--- config.mk ---
export PLATFORM = sky130hd
export DESIGN_NAME = array_list_engine
export DESIGN_NICKNAME = d
export VERILOG_FILES = /design/src/hw/rtl/ale_pkg.sv /design/src/hw/rtl/ale_cell.sv /design/src/hw/rtl/array_list_engine.sv
export SDC_FILE = /design/constraint.sdc
export NUM_CORES = 2
export LEC_CHECK = 0
export BUFFER_PORTS_ARGS = -buffer_cell sky130_fd_sc_hd__buf_2
export CAP_MARGIN = 20
export CORE_ASPECT_RATIO = 1.1
export CORE_MARGIN = 8
export CORE_UTILIZATION = 55
export CTS_BUF_LIST = sky130_fd_sc_hd__clkbuf_8
export CTS_CLUSTER_DIAMETER = 80
export CTS_CLUSTER_SIZE = 14
export DETAILED_ROUTE_END_ITERATION = 16
export PLACE_DENSITY_LB_ADDON = 0.3
export SYNTH_ARGS = -nofsm -noshare
export SYNTH_HDL_FRONTEND = slang
export SYNTH_SLANG_ARGS = --single-unit
--- constraint.sdc ---
create_clock -name clock -period 5.1 [get_ports clock]
set_clock_uncertainty 0.05 [all_clocks]
set_input_delay 0.51 -clock clock [delete_from_list [all_inputs] [get_ports clock]]
set_output_delay 0.51 -clock clock [all_outputs]
set_load 0.01 [all_outputs]
--- src/hw/rtl/ale_pkg.sv ---
// ----------------------------------------------------------------------------
// Array list engine package
// Operation codes, status codes, sequencer states and the per-cell control
// group shared by the engine, its cells and its checker.
// ----------------------------------------------------------------------------
package ale_pkg;

   typedef enum logic [2:0] {
      MODE_APPEND = 3'd0,
      MODE_INSERT = 3'd1,
      MODE_DELETE = 3'd2,
      MODE_COUNT  = 3'd3,
      MODE_MIN    = 3'd4,
      MODE_READ   = 3'd5
   } mode_type;

   typedef enum logic [2:0] {
      ST_OK      = 3'd0,
      ST_FULL    = 3'd1,
      ST_RANGE   = 3'd2,
      ST_MISSING = 3'd3,
      ST_EMPTY   = 3'd4
   } status_type;

   typedef enum logic [1:0] {
      S_IDLE,
      S_SCAN,
      S_APPLY
   } state_type;

   typedef struct packed {
      logic write_value;
      logic take_left;
      logic take_right;
   } cell_ctl_type;

endpackage

--- src/hw/rtl/ale_cell.sv ---
// ----------------------------------------------------------------------------
// Array list cell
// Holds one list entry. Each cycle it folds its entry into the match count,
// first-match flag, running minimum and read word coming from the previous
// cell and registers them for the next cell. On an update it loads the
// request word or takes the entry of its left or right neighbor.
// ----------------------------------------------------------------------------
module ale_cell #(
   parameter int POS       = 0,
   parameter int CAPACITY  = 16,
   parameter int WORD_BITS = 32
) (
   input  logic                                 clock,
   input  ale_pkg::cell_ctl_type                ctl,
   input  logic [WORD_BITS-1:0]                 word,
   input  logic [$clog2(CAPACITY+1)-1:0]        idx,
   input  logic [$clog2(CAPACITY+1)-1:0]        count,
   input  logic [WORD_BITS-1:0]                 left_entry,
   input  logic [WORD_BITS-1:0]                 right_entry,
   output logic [WORD_BITS-1:0]                 entry,
   input  logic [$clog2(CAPACITY+1)-1:0]        cnt_i,
   input  logic                                 found_i,
   input  logic                                 has_i,
   input  logic [WORD_BITS-1:0]                 min_i,
   input  logic [WORD_BITS-1:0]                 rd_i,
   output logic [$clog2(CAPACITY+1)-1:0]        cnt_o,
   output logic                                 found_o,
   output logic                                 has_o,
   output logic [WORD_BITS-1:0]                 min_o,
   output logic [WORD_BITS-1:0]                 rd_o
);

   localparam int CNT_W = $clog2(CAPACITY+1);

   logic [WORD_BITS-1:0] entry_ff, entry_in;
   logic [CNT_W-1:0]     cnt_ff, cnt_in;
   logic                 found_ff, found_in;
   logic                 has_ff, has_in;
   logic [WORD_BITS-1:0] min_ff, min_in;
   logic [WORD_BITS-1:0] rd_ff, rd_in;
   logic                 valid;
   logic                 eq;
   logic                 hit;

   always_comb begin
      valid    = CNT_W'(POS) < count;
      eq       = valid && (entry_ff == word);
      hit      = valid && (idx == CNT_W'(POS));
      cnt_in   = cnt_i + CNT_W'(eq);
      found_in = found_i | eq;
      has_in   = has_i | valid;
      if (valid && (!has_i || ($signed(entry_ff) < $signed(min_i)))) begin
         min_in = entry_ff;
      end else begin
         min_in = min_i;
      end
      rd_in = hit ? entry_ff : rd_i;

      if (ctl.write_value) begin
         entry_in = word;
      end else if (ctl.take_left) begin
         entry_in = left_entry;
      end else if (ctl.take_right) begin
         entry_in = right_entry;
      end else begin
         entry_in = entry_ff;
      end
   end

   always_ff @(posedge clock) begin
      entry_ff <= entry_in;
      cnt_ff   <= cnt_in;
      found_ff <= found_in;
      has_ff   <= has_in;
      min_ff   <= min_in;
      rd_ff    <= rd_in;
   end

   assign entry   = entry_ff;
   assign cnt_o   = cnt_ff;
   assign found_o = found_ff;
   assign has_o   = has_ff;
   assign min_o   = min_ff;
   assign rd_o    = rd_ff;

endmodule

--- src/hw/rtl/array_list_engine.sv ---
// A request is taken only while the engine is idle, and the next one waits
// until it is answered; the scan results ripple through the row of cells
// one cell per cycle before the list is updated.
// A finished response waits in the output register while the next request
// is taken. Reset empties the list and drops any pending response; the
// entries themselves are not cleared.
// ----------------------------------------------------------------------------
// Array list engine
// Fixed-capacity ordered list of signed words held in a row of cells, with
// append, insert, delete, count, minimum and read operations.
// ----------------------------------------------------------------------------
module array_list_engine #(
   parameter int CAPACITY  = 16,
   parameter int WORD_BITS = 32
) (
   input  logic                              clock,
   input  logic                              reset,
   input  logic                              req_valid,
   output logic                              req_ready,
   input  logic [2:0]                        req_mode,
   input  logic [$clog2(CAPACITY+1)-1:0]     req_index,
   input  logic [WORD_BITS-1:0]              req_value,
   output logic                              rsp_valid,
   input  logic                              rsp_ready,
   output logic [2:0]                        rsp_status,
   output logic [$clog2(CAPACITY+1)-1:0]     rsp_live_size,
   output logic [$clog2(CAPACITY+1)-1:0]     rsp_match_count,
   output logic [WORD_BITS-1:0]              rsp_data_word
);

   localparam int CNT_W  = $clog2(CAPACITY+1);
   localparam int SCAN_W = $clog2(CAPACITY);

   ale_pkg::state_type   state_ff, state_in;
   logic [SCAN_W-1:0]    scan_ff, scan_in;
   logic [2:0]           mode_ff, mode_in;
   logic [CNT_W-1:0]     idx_ff, idx_in;
   logic [WORD_BITS-1:0] value_ff, value_in;
   logic [CNT_W-1:0]     count_ff, count_in;
   logic                 rsp_valid_ff, rsp_valid_in;
   logic [2:0]           status_ff, status_in;
   logic [CNT_W-1:0]     size_ff, size_in;
   logic [CNT_W-1:0]     match_ff, match_in;
   logic [WORD_BITS-1:0] data_ff, data_in;

   logic [WORD_BITS-1:0] ent [CAPACITY];
   logic [CNT_W-1:0]     cnt_w [CAPACITY+1];
   logic                 found_w [CAPACITY+1];
   logic                 has_w [CAPACITY+1];
   logic [WORD_BITS-1:0] min_w [CAPACITY+1];
   logic [WORD_BITS-1:0] rd_w [CAPACITY+1];
   ale_pkg::cell_ctl_type ctl [CAPACITY];

   logic commit;
   logic full;
   logic add_ok;
   logic ins_ok;
   logic del_ok;

   assign cnt_w[0]   = '0;
   assign found_w[0] = 1'b0;
   assign has_w[0]   = 1'b0;
   assign min_w[0]   = '0;
   assign rd_w[0]    = '0;

   for (genvar j = 0; j < CAPACITY; j++) begin : g_cell
      ale_cell #(
         .POS       (j),
         .CAPACITY  (CAPACITY),
         .WORD_BITS (WORD_BITS)
      ) u_cell (
         .clock       (clock),
         .ctl         (ctl[j]),
         .word        (value_ff),
         .idx         (idx_ff),
         .count       (count_ff),
         .left_entry  (ent[(j == 0) ? 0 : j - 1]),
         .right_entry (ent[(j == CAPACITY - 1) ? j : j + 1]),
         .entry       (ent[j]),
         .cnt_i       (cnt_w[j]),
         .found_i     (found_w[j]),
         .has_i       (has_w[j]),
         .min_i       (min_w[j]),
         .rd_i        (rd_w[j]),
         .cnt_o       (cnt_w[j+1]),
         .found_o     (found_w[j+1]),
         .has_o       (has_w[j+1]),
         .min_o       (min_w[j+1]),
         .rd_o        (rd_w[j+1])
      );
   end

   always_ff @(posedge clock) begin
      if (reset) begin
         state_ff     <= ale_pkg::S_IDLE;
         count_ff     <= '0;
         rsp_valid_ff <= 1'b0;
      end else begin
         state_ff     <= state_in;
         count_ff     <= count_in;
         rsp_valid_ff <= rsp_valid_in;
      end
      scan_ff   <= scan_in;
      mode_ff   <= mode_in;
      idx_ff    <= idx_in;
      value_ff  <= value_in;
      status_ff <= status_in;
      size_ff   <= size_in;
      match_ff  <= match_in;
      data_ff   <= data_in;
   end

   always_comb begin
      state_in     = state_ff;
      scan_in      = scan_ff;
      mode_in      = mode_ff;
      idx_in       = idx_ff;
      value_in     = value_ff;
      count_in     = count_ff;
      rsp_valid_in = rsp_valid_ff && !rsp_ready;
      status_in    = status_ff;
      size_in      = size_ff;
      match_in     = match_ff;
      data_in      = data_ff;
      req_ready    = 1'b0;
      commit       = 1'b0;

      full   = count_ff == CNT_W'(CAPACITY);
      add_ok = (ale_pkg::mode_type'(mode_ff) == ale_pkg::MODE_APPEND) && !full;
      ins_ok = (ale_pkg::mode_type'(mode_ff) == ale_pkg::MODE_INSERT) && !full
               && (idx_ff <= count_ff);
      del_ok = (ale_pkg::mode_type'(mode_ff) == ale_pkg::MODE_DELETE)
               && found_w[CAPACITY];

      case (state_ff)
         ale_pkg::S_IDLE: begin
            req_ready = 1'b1;
            if (req_valid) begin
               mode_in  = req_mode;
               idx_in   = req_index;
               value_in = req_value;
               scan_in  = '0;
               state_in = ale_pkg::S_SCAN;
            end
         end
         ale_pkg::S_SCAN: begin
            scan_in = scan_ff + SCAN_W'(1);
            if (scan_ff == SCAN_W'(CAPACITY - 1)) begin
               state_in = ale_pkg::S_APPLY;
            end
         end
         ale_pkg::S_APPLY: begin
            if (!rsp_valid_ff || rsp_ready) begin
               commit       = 1'b1;
               rsp_valid_in = 1'b1;
               state_in     = ale_pkg::S_IDLE;
            end
         end
         default: begin
            state_in = ale_pkg::S_IDLE;
         end
      endcase

      if (commit) begin
         status_in = ale_pkg::ST_OK;
         match_in  = '0;
         data_in   = '0;
         case (ale_pkg::mode_type'(mode_ff))
            ale_pkg::MODE_APPEND, ale_pkg::MODE_INSERT: begin
               if (full) begin
                  status_in = ale_pkg::ST_FULL;
               end else if (!add_ok && !ins_ok) begin
                  status_in = ale_pkg::ST_RANGE;
               end else begin
                  count_in = count_ff + CNT_W'(1);
               end
            end
            ale_pkg::MODE_DELETE: begin
               if (del_ok) begin
                  count_in = count_ff - CNT_W'(1);
               end else begin
                  status_in = ale_pkg::ST_MISSING;
               end
            end
            ale_pkg::MODE_COUNT: begin
               match_in = cnt_w[CAPACITY];
            end
            ale_pkg::MODE_MIN: begin
               if (count_ff == '0) begin
                  status_in = ale_pkg::ST_EMPTY;
               end else begin
                  data_in = min_w[CAPACITY];
               end
            end
            ale_pkg::MODE_READ: begin
               if (idx_ff >= count_ff) begin
                  status_in = ale_pkg::ST_RANGE;
               end else begin
                  data_in = rd_w[CAPACITY];
               end
            end
            default: begin
               status_in = ale_pkg::ST_OK;
            end
         endcase
         size_in = count_in;
      end
   end

   always_comb begin
      for (int j = 0; j < CAPACITY; j++) begin
         ctl[j].write_value = commit
                              && ((add_ok && (CNT_W'(j) == count_ff))
                              || (ins_ok && (CNT_W'(j) == idx_ff)));
         ctl[j].take_left   = commit && ins_ok && (CNT_W'(j) > idx_ff);
         ctl[j].take_right  = commit && del_ok && found_w[j+1];
      end
   end

   assign rsp_valid       = rsp_valid_ff;
   assign rsp_status      = status_ff;
   assign rsp_live_size   = size_ff;
   assign rsp_match_count = match_ff;
   assign rsp_data_word   = data_ff;

endmodule

==> metrics.yaml <==
cts_root_buf: "clkbuf_8"
via_per_inst: 5.91
clk_path_buf_depth: 3
reg2reg_depth: 11
rr_startpoint: "count_ff[2]"
path_cells: "and2_1 > nor2_1 > or4_1 > nor4_1 > nand4_1 > nor4_1 > buf_4 > ha_1 > ha_1 > nand3_1 > xnor2_1"
rr_endpoint: "g_cell[11].u_cell.cnt_o[4]"
clk_pin_slew_ns: 0.10
outcome: "finished clean"
arrival_ns: 5.14
cpPeakStageDelay_ns: 1.05
p_leak_nw: 35.5
total_power_mw: 22.5
insertion_delay_ns: 0.95
core_mm2: 0.154
area_growth_pct: 7.04
crit_required_ns: 5.87
crit_start: "count_ff[2]"
fin_crit_sh_pct: 85.7
grt_pass1_wl_um: 369000
die_w_um: 391
fin_tns_setup_ns: 0
die_height_um: 428
place_ws_ns: 0.680
grt_overflow: 0
internal_power_mw: 17.2
synth_edf_count: 601
cp-start-kind: "flip-flop"
path_buf_inv: 1
pwr-share-clk_pct: 33.3
final_util_pct: 59.2
crit_family: "simple AND/OR/NAND/NOR gates"
endpoint_kind: "flip-flop"
cpMaxStageDelayCell: "nor4_1"
wire_per_inst_um: 26.5
switching_share_pct: 23.5
yosys-top-cells-area: "dfxtp_1 27%, edfxtp_1 21%, mux2_2 19%, ha_1 7.5%, xor2_1 3.7%"
drc: 0
synth_top_cell_by_area: "dfxtp_1"
power_density_mw_per_mm2: 247
dieArea_mm2: 0.167
drt-pass1-iter-count: 5
seqPwrFrac_pct: 63.6
antenna_found_initial: 2
cp_max_fo: 15
yosysUniqueCellTypes: 85
fin_ws_ns: 0.730
async_flop_share_pct: 0
grt_pass1_vias: 56029
cap_violations: 0
cts.sinks: 1733
fmax_mhz: 229
io_pins: 91
placed_area_mm2: 0.0879
grt_start_max_net_pins: 66
finalNetCount: 7798
rows: 151
vias: 55679
ir_drop_mv: 0.189
port_buffers: 90
synth_nets: 7747
detail-route-antenna-nets: 0
syn_avg_cell_area_um2: 11.8
drt_iter0_drc: 4929
cts_tree: "done"
syn-instance-count: 7197
track_usage_pct: 28.9
reg2reg_slack_ns: 0.73
comb_power_share_pct: 3.2
start_util_pct: 55.3
min_path_type: "in -> reg"
routed_wl_um: 250000
setup_viol: 0
period_minus_slack_ns: 4.37
cts-buffers-inserted: 142
rsz0062_at_grt: "false"
max_slew_margin_pct: 15.0
drive_gt1_share_pct: 26.7
p_sw_mw: 5.28
crit_path_end: "g_cell[11].u_cell.cnt_o[4]"
dp_hpwl_um: 189000
cts_resized: 0
yosys_warnings: 0
netlist.area_leader.share_pct: 26.7
tightestPinTransition_ns: 1.26
cts_max_level: 4
place.gp.congestion: 0.970
final_hold_viol_count: 0
ys.flop_type: "dfxtp_1"
drv_slew: 0
ys_seq_elements: 1733
stdcell_area_mm2: 0.0909
syn_area_mm2: 0.0849
critical_path_class: "reg -> reg"
yosysSeqAreaShare_pct: 48.0
cp_num_cells: 11
## power by group through the flow
stage	Sequential [mW]	Combinational, mW	Clock (mW)
floorplan	14.5	0.365	0
global placement	14.6	0.662	0
detailed placement	14.6	0.666	0
CTS	14.3	0.694	7.60
global route	14.3	0.719	8.10
finish	14.3	0.711	7.47
## worst min-delay path by stage
stage / start / end / slack, ns / depth (start not counted)
3_3_place_gp: g_cell[14].u_cell.cnt_o[4] / g_cell[15].u_cell.cnt_o[4] / 0.37 / 1
4_1_cts: req_value[18] / value_ff[18] / 0.15 / 2
6_report: req_value[0] / value_ff[0] / 0.21 / 2
2_1_floorplan: g_cell[0].u_cell.has_o / g_cell[1].u_cell.has_o / 0.36 / 1
5_1_grt: req_value[10] / value_ff[10] / 0.17 / 2
3_5_place_dp: g_cell[13].u_cell.cnt_o[4] / g_cell[14].u_cell.cnt_o[4] / 0.37 / 1
## through the flow
stage / hold WS (ns) / instances
2_1_floorplan: 0.360 / 7197
3_3_place_gp: 0.367 / 9123
6_report: 0.215 / 9429
4_1_cts: 0.151 / 9426
3_5_place_dp: 0.371 / 9124
5_1_grt: 0.168 / 9429
## registers in the layout (all words and copies together), names as in the netlist, 15 cells and up
name                   cells
g_cell.u_cell.rd_o       512
rsp_data_word             32
g_cell.u_cell.min_o      512
g_cell.u_cell.cnt_o       70
value_ff                  32
g_cell.u_cell.found_o     15
g_cell.u_cell.entry      512
g_cell.u_cell.has_o       15
## cell type report
class	instances	area [µm²]
antenna	2	5.00
clock buffer	147	2020
clock inverter	111	505
fill	12524	62700
inverter	493	1850
multi-input combinational	4578	41000
sequential	1733	40700
tap	2065	2580
timing repair buffer	300	2160
## synth_stat cells, types with 20 or more instances
cell type / count
buf_1: 64
edfxtp_1: 601
a21oi_1: 339
buf_2: 110
nor2_1: 304
and2_1: 74
mux2_4: 30
nand2_1: 134
o211ai_1: 50
a211oi_1: 26
ha_1: 506
nand3_1: 92
o311ai_0: 32
mux2_1: 46
o21ai_0: 97
nor3_1: 30
xor2_1: 355
xnor2_1: 198
a2bb2oi_1: 31
a22o_1: 32
inv_1: 492
a21o_1: 51
or2_2: 20
nor2b_1: 21
clkbuf_1: 208
nand4_1: 135
nand2b_1: 35
mux2i_1: 192
mux2_2: 1430
nor4_1: 104
dfxtp_1: 1132
## routing by layer
layer / vias up / routed length [µm] / share of wire [%] / GRT usage [%]
li1: 25863 / - / - / -
met5: - / 0 / 0 / 0
met1: 27157 / 98600 / 39 / 35.2
met2: 2018 / 116000 / 46 / 46.8
met3: 641 / 13200 / 5.3 / 3.79
met4: 0 / 22400 / 9.0 / 21.6
## repair_timing
| item | CTS | global route |
|---|---|---|
| setup buffers | 0 | 0 |
| endpoints found under the hold margin | 48 | 0 |
| hold buffers | 44 | 0 |
## worst register-to-register path: stages, from the launching register on
cell and delay, ns:
dfxtp_1 0.69, and2_1 0.43, nor2_1 0.26, or4_1 0.55, nor4_1 0.27, nand4_1 0.12, nor4_1 1.05, buf_4 0.27
ha_1 0.17, ha_1 0.19, nand3_1 0.09, xnor2_1 0.12
## layout by cell type (no fill, tap or decap), types with 135 or more instances in the layout
cell,count
dfxtp_1,1132
mux2_2,1430
nor2_1,297
mux2i_1,192
ha_1,506
nand4_1,135
clkbuf_8,147
xnor2_1,198
edfxtp_1,601
buf_4,164
inv_1,589
xor2_1,355
a21oi_1,335
## logic make-up after synthesis
family,count (synthesis),synth area share [%]
compound gates,793,6.07
xor+xnor,553,5.71
fa+ha+maj,506,7.46
buf+inv,886,4.15
flops,1733,48.0
mux,1699,22.4
simple gates,1027,6.27
No activity file was read; power rests on OpenSTA's default activity.
